**config.mk**
```make
export PLATFORM = sky130hd
export DESIGN_NAME = pvge_ctrl
export DESIGN_NICKNAME = d
export VERILOG_FILES = /design/src/hw/rtl/pvge_pkg.sv /design/src/hw/rtl/pvge_ctrl.sv
export SDC_FILE = /design/constraint.sdc
export NUM_CORES = 1
export LEC_CHECK = 0
export BUFFER_PORTS_ARGS = -buffer_cell sky130_fd_sc_hd__buf_2
export CAP_MARGIN = 40
export CORE_ASPECT_RATIO = 1.4
export CORE_MARGIN = 2
export CORE_UTILIZATION = 44
export CTS_CLUSTER_SIZE = 10
export DETAILED_ROUTE_END_ITERATION = 10
export PLACE_DENSITY = 0.61
export SETUP_SLACK_MARGIN = 0.4
export SLEW_MARGIN = 15
export SYNTH_ARGS = -nofsm -noshare
export SYNTH_HDL_FRONTEND = slang
export SYNTH_SLANG_ARGS = --single-unit
export TNS_END_PERCENT = 50
```
**constraint.sdc**
```tcl
create_clock -name clk_i -period 5.5 [get_ports clk_i]
set_clock_uncertainty 0.2 [all_clocks]
set_input_delay 0.825 -clock clk_i [delete_from_list [all_inputs] [get_ports clk_i]]
set_output_delay 0.825 -clock clk_i [all_outputs]
set_load 0.005 [all_outputs]
```
**src/hw/rtl/pvge_pkg.sv**
```systemverilog
// Package for the polyline vertex geometry engine.
// Holds op codes, datapath command codes, the status struct and rounding helpers.
// No dependencies.
package pvge_pkg;

  localparam int MaxVerticesDef   = 64;
  localparam int CoordFracBitsDef = 16;
  localparam int TrigFracBits     = 16;
  localparam int DivIters         = 32;
  localparam int SqrtIters        = 32;

  typedef enum logic [2:0] {
    OP_WRITE     = 3'd0,
    OP_TRANSLATE = 3'd1,
    OP_SCALE     = 3'd2,
    OP_ROTATE    = 3'd3,
    OP_DISTANCE  = 3'd4,
    OP_BOX       = 3'd5
  } op_e;

  typedef enum logic [4:0] {
    CMD_NOP,
    CMD_WRITE,
    CMD_RD_I,
    CMD_RDB_CAPA,
    CMD_CAP_V,
    CMD_SC_M1,
    CMD_SC_M2,
    CMD_SC_M3,
    CMD_RT_M1,
    CMD_RT_M2,
    CMD_RT_M3,
    CMD_RT_M4,
    CMD_RT_M5,
    CMD_XF_WR,
    CMD_CAP_B,
    CMD_SETUP,
    CMD_D_M1,
    CMD_D_M2,
    CMD_D_M3,
    CMD_D_M4,
    CMD_D_M5,
    CMD_DEC,
    CMD_DIV,
    CMD_OFF1,
    CMD_OFF2,
    CMD_OFF3,
    CMD_S1,
    CMD_S2,
    CMD_S3,
    CMD_SQ_INIT,
    CMD_SQ,
    CMD_FIN
  } cmd_e;

  typedef struct packed {
    logic dot_le0;
    logic dot_ge_len;
    logic last_vtx;
    logic last_seg;
  } dp_status_t;

  function automatic logic signed [31:0] sat32(input logic signed [66:0] v);
    logic signed [31:0] r;
    if (v > 67'sd2147483647) begin
      r = 32'sh7fffffff;
    end else if (v < -67'sd2147483648) begin
      r = 32'sh80000000;
    end else begin
      r = v[31:0];
    end
    return r;
  endfunction

  function automatic logic signed [31:0] rnd_sat(input logic signed [66:0] v,
                                                 input int unsigned s);
    logic signed [66:0] t;
    t = (v + (67'sd1 <<< (s - 1))) >>> s;
    return sat32(t);
  endfunction

endpackage

```
**src/hw/rtl/pvge_ctrl.sv**
```systemverilog
// Sequencer of the polyline vertex geometry engine.
// Walks vertices and segments and issues one datapath command per cycle while busy, a NOP while the result waits.
// Depends on pvge_pkg.
module pvge_ctrl import pvge_pkg::*; #(
  parameter int MaxVertices = MaxVerticesDef,
  localparam int Aw = (MaxVertices > 1) ? $clog2(MaxVertices) : 1
) (
  input  logic          clk_i,
  input  logic          rst_ni,
  input  logic          in_valid_i,
  input  logic [2:0]    in_op_i,
  output logic          in_ready_o,
  input  logic          out_ready_i,
  output logic          out_valid_o,
  input  dp_status_t    status_i,
  output cmd_e          cmd_o,
  output logic [Aw-1:0] vidx_o
);

  typedef enum logic [5:0] {
    S_IDLE, S_WRITE,
    S_XF_RD, S_XF_CAP, S_SC1, S_SC2, S_SC3,
    S_RT1, S_RT2, S_RT3, S_RT4, S_RT5, S_XF_WR,
    S_D_RDA, S_D_RDB, S_D_CAPB, S_D_SETUP,
    S_D_M1, S_D_M2, S_D_M3, S_D_M4, S_D_M5, S_D_DEC, S_D_DIV,
    S_D_OFF1, S_D_OFF2, S_D_OFF3, S_D_S1, S_D_S2, S_D_S3,
    S_SQ_INIT, S_SQ, S_BOX_RD, S_BOX_CAP, S_FIN
  } state_e;

  state_e        state_q;
  logic [2:0]    op_q;
  logic [Aw-1:0] i_q;
  logic [4:0]    cnt_q;
  logic          valid_q;
  logic          out_free;
  logic          in_fire;

  assign in_ready_o  = (state_q == S_IDLE);
  assign in_fire     = in_valid_i && in_ready_o;
  assign out_valid_o = valid_q;
  assign vidx_o      = i_q;
  assign out_free    = !valid_q || out_ready_i;

  always_comb begin
    case (state_q)
      S_WRITE:   cmd_o = CMD_WRITE;
      S_XF_RD:   cmd_o = CMD_RD_I;
      S_XF_CAP:  cmd_o = CMD_CAP_V;
      S_SC1:     cmd_o = CMD_SC_M1;
      S_SC2:     cmd_o = CMD_SC_M2;
      S_SC3:     cmd_o = CMD_SC_M3;
      S_RT1:     cmd_o = CMD_RT_M1;
      S_RT2:     cmd_o = CMD_RT_M2;
      S_RT3:     cmd_o = CMD_RT_M3;
      S_RT4:     cmd_o = CMD_RT_M4;
      S_RT5:     cmd_o = CMD_RT_M5;
      S_XF_WR:   cmd_o = CMD_XF_WR;
      S_D_RDA:   cmd_o = CMD_RD_I;
      S_D_RDB:   cmd_o = CMD_RDB_CAPA;
      S_D_CAPB:  cmd_o = CMD_CAP_B;
      S_D_SETUP: cmd_o = CMD_SETUP;
      S_D_M1:    cmd_o = CMD_D_M1;
      S_D_M2:    cmd_o = CMD_D_M2;
      S_D_M3:    cmd_o = CMD_D_M3;
      S_D_M4:    cmd_o = CMD_D_M4;
      S_D_M5:    cmd_o = CMD_D_M5;
      S_D_DEC:   cmd_o = CMD_DEC;
      S_D_DIV:   cmd_o = CMD_DIV;
      S_D_OFF1:  cmd_o = CMD_OFF1;
      S_D_OFF2:  cmd_o = CMD_OFF2;
      S_D_OFF3:  cmd_o = CMD_OFF3;
      S_D_S1:    cmd_o = CMD_S1;
      S_D_S2:    cmd_o = CMD_S2;
      S_D_S3:    cmd_o = CMD_S3;
      S_SQ_INIT: cmd_o = CMD_SQ_INIT;
      S_SQ:      cmd_o = CMD_SQ;
      S_BOX_RD:  cmd_o = CMD_RD_I;
      S_BOX_CAP: cmd_o = CMD_CAP_V;
      S_FIN:     cmd_o = out_free ? CMD_FIN : CMD_NOP;
      default:   cmd_o = CMD_NOP;
    endcase
  end

  always_ff @(posedge clk_i or negedge rst_ni) begin
    if (!rst_ni) begin
      state_q <= S_IDLE;
      op_q    <= 3'd0;
      i_q     <= '0;
      cnt_q   <= '0;
      valid_q <= 1'b0;
    end else begin
      if (valid_q && out_ready_i && state_q != S_FIN) begin
        valid_q <= 1'b0;
      end
      case (state_q)
        S_IDLE: begin
          if (in_fire) begin
            op_q <= in_op_i;
            i_q  <= '0;
            case (in_op_i)
              OP_WRITE:                          state_q <= S_WRITE;
              OP_TRANSLATE, OP_SCALE, OP_ROTATE: state_q <= S_XF_RD;
              OP_DISTANCE:                       state_q <= S_D_RDA;
              OP_BOX:                            state_q <= S_BOX_RD;
              default:                           state_q <= S_FIN;
            endcase
          end
        end
        S_WRITE:  state_q <= S_FIN;
        S_XF_RD:  state_q <= S_XF_CAP;
        S_XF_CAP: begin
          case (op_q)
            OP_SCALE:  state_q <= S_SC1;
            OP_ROTATE: state_q <= S_RT1;
            default:   state_q <= S_XF_WR;
          endcase
        end
        S_SC1: state_q <= S_SC2;
        S_SC2: state_q <= S_SC3;
        S_SC3: state_q <= S_XF_WR;
        S_RT1: state_q <= S_RT2;
        S_RT2: state_q <= S_RT3;
        S_RT3: state_q <= S_RT4;
        S_RT4: state_q <= S_RT5;
        S_RT5: state_q <= S_XF_WR;
        S_XF_WR: begin
          if (status_i.last_vtx) begin
            state_q <= S_FIN;
          end else begin
            i_q     <= i_q + 1'b1;
            state_q <= S_XF_RD;
          end
        end
        S_D_RDA:   state_q <= S_D_RDB;
        S_D_RDB:   state_q <= S_D_CAPB;
        S_D_CAPB:  state_q <= S_D_SETUP;
        S_D_SETUP: state_q <= S_D_M1;
        S_D_M1:    state_q <= S_D_M2;
        S_D_M2:    state_q <= S_D_M3;
        S_D_M3:    state_q <= S_D_M4;
        S_D_M4:    state_q <= S_D_M5;
        S_D_M5:    state_q <= S_D_DEC;
        S_D_DEC: begin
          if (status_i.dot_le0 || status_i.dot_ge_len) begin
            state_q <= S_D_S1;
          end else begin
            cnt_q   <= '0;
            state_q <= S_D_DIV;
          end
        end
        S_D_DIV: begin
          cnt_q <= cnt_q + 1'b1;
          if (cnt_q == 5'(DivIters - 1)) begin
            state_q <= S_D_OFF1;
          end
        end
        S_D_OFF1: state_q <= S_D_OFF2;
        S_D_OFF2: state_q <= S_D_OFF3;
        S_D_OFF3: state_q <= S_D_S1;
        S_D_S1:   state_q <= S_D_S2;
        S_D_S2:   state_q <= S_D_S3;
        S_D_S3: begin
          if (status_i.last_seg) begin
            state_q <= S_SQ_INIT;
          end else begin
            i_q     <= i_q + 1'b1;
            state_q <= S_D_RDA;
          end
        end
        S_SQ_INIT: begin
          cnt_q   <= '0;
          state_q <= S_SQ;
        end
        S_SQ: begin
          cnt_q <= cnt_q + 1'b1;
          if (cnt_q == 5'(SqrtIters - 1)) begin
            state_q <= S_FIN;
          end
        end
        S_BOX_RD: state_q <= S_BOX_CAP;
        S_BOX_CAP: begin
          if (status_i.last_vtx) begin
            state_q <= S_FIN;
          end else begin
            i_q     <= i_q + 1'b1;
            state_q <= S_BOX_RD;
          end
        end
        S_FIN: begin
          if (out_free) begin
            valid_q <= 1'b1;
            state_q <= S_IDLE;
          end
        end
        default: state_q <= S_IDLE;
      endcase
    end
  end

endmodule

```
==> results.md <==
GRT:
- Across every metal layer, demand over resource in global routing totals approximately 22%.
- The first global-routing pass estimated roughly 8.8 mm of wire.
- The residual overflow from global routing is 0.
- The initial antenna violation count is 0.
- Entering global routing, the biggest net connects 31 pins.
- The number of global-route vias before repair is about 1900.

Route:
- The remaining design rule violation count is 0.
- The number of detailed-routing iterations run before antenna repair is 4.
- The number of vias in the routed layout is between 1500 and 2000.
- The routed wire length is approximately 5.2 mm.
- The number of DRC violations after detailed-routing iteration 0 is approximately 120.
- The post-detailed-route wirelength per cell is around 17 um.
- The detail-routed via count per cell is 6.104.
- The number of nets with antenna violations after routing is 0.

Floorplan:
- Row generation in the floorplan step produced 28 rows.
- The core region is 4274 um^2.
- The horizontal die dimension is just over 60 um.
- In this run the count of I/O pins placed on the die edge is 24.
- The floorplan step set the die height to about 83 um.
- The initial utilization of the core area, before any placement, comes to a little under half.
- The die covers between 5000 and 6000 um^2.

Synthesis:
- The largest area contributor in the netlist is dfrtp_1.
- The area fraction of the dominant cell type after synthesis is approximately a quarter.
- Counting flops with a built-in enable in the synthesized netlist gives 0.
- The count of warnings emitted by yosys is 0.
- The number of standard cells after synthesis is between 200 and 250.
- The sequential area share after synthesis is approximately a quarter.
- The number of library cell types mapped by synthesis is between 60 and 70.
- The post-synthesis net count is approximately 260.
- The share of flip-flops with an asynchronous set or reset is 100.0%.
- A synthesized cell averages roughly 8 um^2.
- Ranked by total cell area, the synthesized netlist is headed by dfrtp_1, nor2_1, nand2_1, a21oi_1, buf_6.
- The synthesized design contains 21 register bits.
- In the synthesized netlist the dominant register cell turns out to be dfrtp_1.
- The netlist area before placement is between 1500 and 2000 um^2.

Clocking:
- The clock tree from TritonCTS is yes.
- The maximum count of clock buffers along a single path is 2.
- In this run the number of H-tree levels came out at 1.
- In this run the clock root is driven by a clkbuf_8.
- The number of clock buffers added by TritonCTS is 3.
- For the worst-skew pair, the clock arrives at the later sink with an insertion delay of between 200 and 300 ps.
- The hold buffer count at cts is 0.
- Clock-pin slew was measured on the worst setup and hold paths at about 80 ps.
- Once the clock tree was built, the setup fixing pass inserted 0 buffers.
- Gates resized during post-CTS repair numbered 0.
- The total clock sinks is 21.

STA:
- Measured against its own limit, the worst slew margin works out to approximately 46%.
- In the finished design, the share of the clock period the worst path needs comes to 63.72%.
- Setup repair after global routing left no endpoint under its margin.
- The number of hold violations in the final report was 0.
- Summed over all failing endpoints, the final setup total negative slack is 0 ps.
- The actual slew at the worst max-slew pin is around 810 ps.
- Final hold analysis gives a worst-case slack of approximately 290 ps.
- The number of max-slew violations in the final report is 0.
- Setup violations remaining at the end of the flow were counted as 0.
- The maximum achievable frequency is between 200 and 300 MHz.
- The shortest period the worst path allows is around 3500 ps.

Pwr:
- The internal power is 541.4 uW.
- In this run the power spent charging and discharging nets is roughly 520 uW.
- The clock power share is 9.5%.
- In this run the power density over the cells is slightly above 500 nW/um^2.
- The leakage power of the design is a little over 0.0009 uW.
- The part of the power in registers is between 20 and 25%.
- Net switching is between 40% and 50% of the power.
- The combinational group share of total power is 66.0%.
- Across the VDD grid, the largest voltage drop is 210.4 uV.

Place:
- Buffers placed on the I/O ports in this run total 23.
- The weighted congestion reported at the end of routability-driven placement is 0.8771.
- The half-perimeter wire length after placement is roughly 3.8 mm.

Outcome:
- The run finished with clean final reports.

Critical path:
- The maximum fanout along the worst path is 25.
- The endpoint class of the critical path is an output port.
- The worst endpoint required time is ~4500 ps.
- The startpoint type of the worst setup path is a register.
- The data arrival time of the critical path is about 2500 ps.
- The type of the worst setup path is register to output port.

Cells and area:
- The area overhead of the layout relative to synthesis is 7.356%.
- In the layout the commonest cells are nor2_1, buf_2, nand2_1.
- In the final layout, the share of cells above drive strength 1 is between 20% and 30%.
- Counting the fill cells in the layout gives about 460.
- The net count of the finished layout is about 270.
- The number of antenna diodes in the final layout is 0.

Min path:
- The type of the most critical hold path is register to register.

Flow run:
- The max-capacitance violation count is 0.
==> metal layers <==
layer	vias up	wire (um)	track usage [%]
li1	929	-	-
met1	908	2170	28.39
met2	73	2628	36.75
met3	19	254	2.181
met4	0	178	8.696
met5	-	0	0
==> power groups by stage <==
stage | Clock (uW) | Combinational, uW | Sequential [uW]
5_1_grt | 112 | 786 | 269
3_5_place_dp | 0 | 675 | 275
6_report | 102 | 703 | 260
4_1_cts | 104 | 680 | 272
2_1_floorplan | 0 | 583 | 231
3_3_place_gp | 0 | 682 | 274
==> state kept, by name, summed over array words and instances, names as in the netlist <==
signal and cells:
out_valid_o 1, vidx_o 6, state_q 6, cnt_q 5, op_q 3
==> metrics by stage <==
stage	cells	util [%]	total power, uW	cell area [um^2]	setup WS (ps)
after floorplan	243	-	814.2	1973	2715
after global placement	311	48.13	956.6	2057	2288
after detailed placement	311	48.13	950.5	2057	2239
after CTS	315	49.21	1056	2103	1952
after global routing	316	49.56	1167	2118	1816
final	316	49.56	1065	2118	1996
==> path summary, 6_finish.rpt <==
kind,start,to,slack [ps],cells past startpoint
worst max register to register,state_q[4],vidx_o[0],3030,5
worst min-delay path,op_q[2],op_q[2],290,2
max in group asynchronous,rst_ni,state_q[4],4440,1
min in group asynchronous,rst_ni,vidx_o[4],320,1
worst max-delay path,state_q[4],cmd_o[1],2000,6
worst min register to register,op_q[2],op_q[2],290,2
==> layout make-up <==
type | count | area (um^2) | share of cell area (%)
clock inverter | 1 | 5.005 | 0.2363
sequential | 21 | 525.5 | 24.81
inverter | 7 | 28.78 | 1.359
clock buffer | 3 | 41.29 | 1.949
timing repair buffer | 27 | 152.6 | 7.206
multi-input combinational | 197 | 1290 | 60.90
tap | 60 | 75.07 | 3.544
==> synthesized netlist by cell type, types with 2 or more instances <==
cell       count
o21a_1         3
a2111oi_0      2
mux2_2         4
or4_1          2
nor3b_1        2
o31a_1         2
nand2_2        3
nand3b_1       4
a211oi_1       2
buf_2          7
or3_1          4
mux2i_1        4
buf_6          5
xnor2_1        2
inv_1          6
ha_1           3
nand3_1        8
nor3_1         9
buf_4          4
o211ai_1       4
clkbuf_1       2
nor2b_1        4
nand2_1       22
nand4b_1       3
o31ai_1        2
nand2b_1       6
a31oi_1        6
nor4_1         2
o21ai_0       10
or2_2          3
a21oi_1       16
a22o_1         5
a22oi_1        2
dfrtp_1       21
and3_1         6
nor2_1        23
==> cell families after synthesis <==
logic type / after synthesis / synth area share [%]
AOI/OAI and AO/OA: 68 / 24.35
xor gates and xnor gates: 3 / 1.332
adders and majority gates: 3 / 1.903
buffers and inverters: 25 / 7.990
DFF: 21 / 26.63
muxes: 8 / 4.312
and+or+nand+nor: 115 / 33.48
==> critical path, stage by stage (launching register included) <==
cell     delay, ps
dfrtp_1        880
nor4b_1        210
and3_1         250
o21ai_1        270
nand2_1        120
or3_1          370
buf_2          130
(Power assumes the default switching activity.)
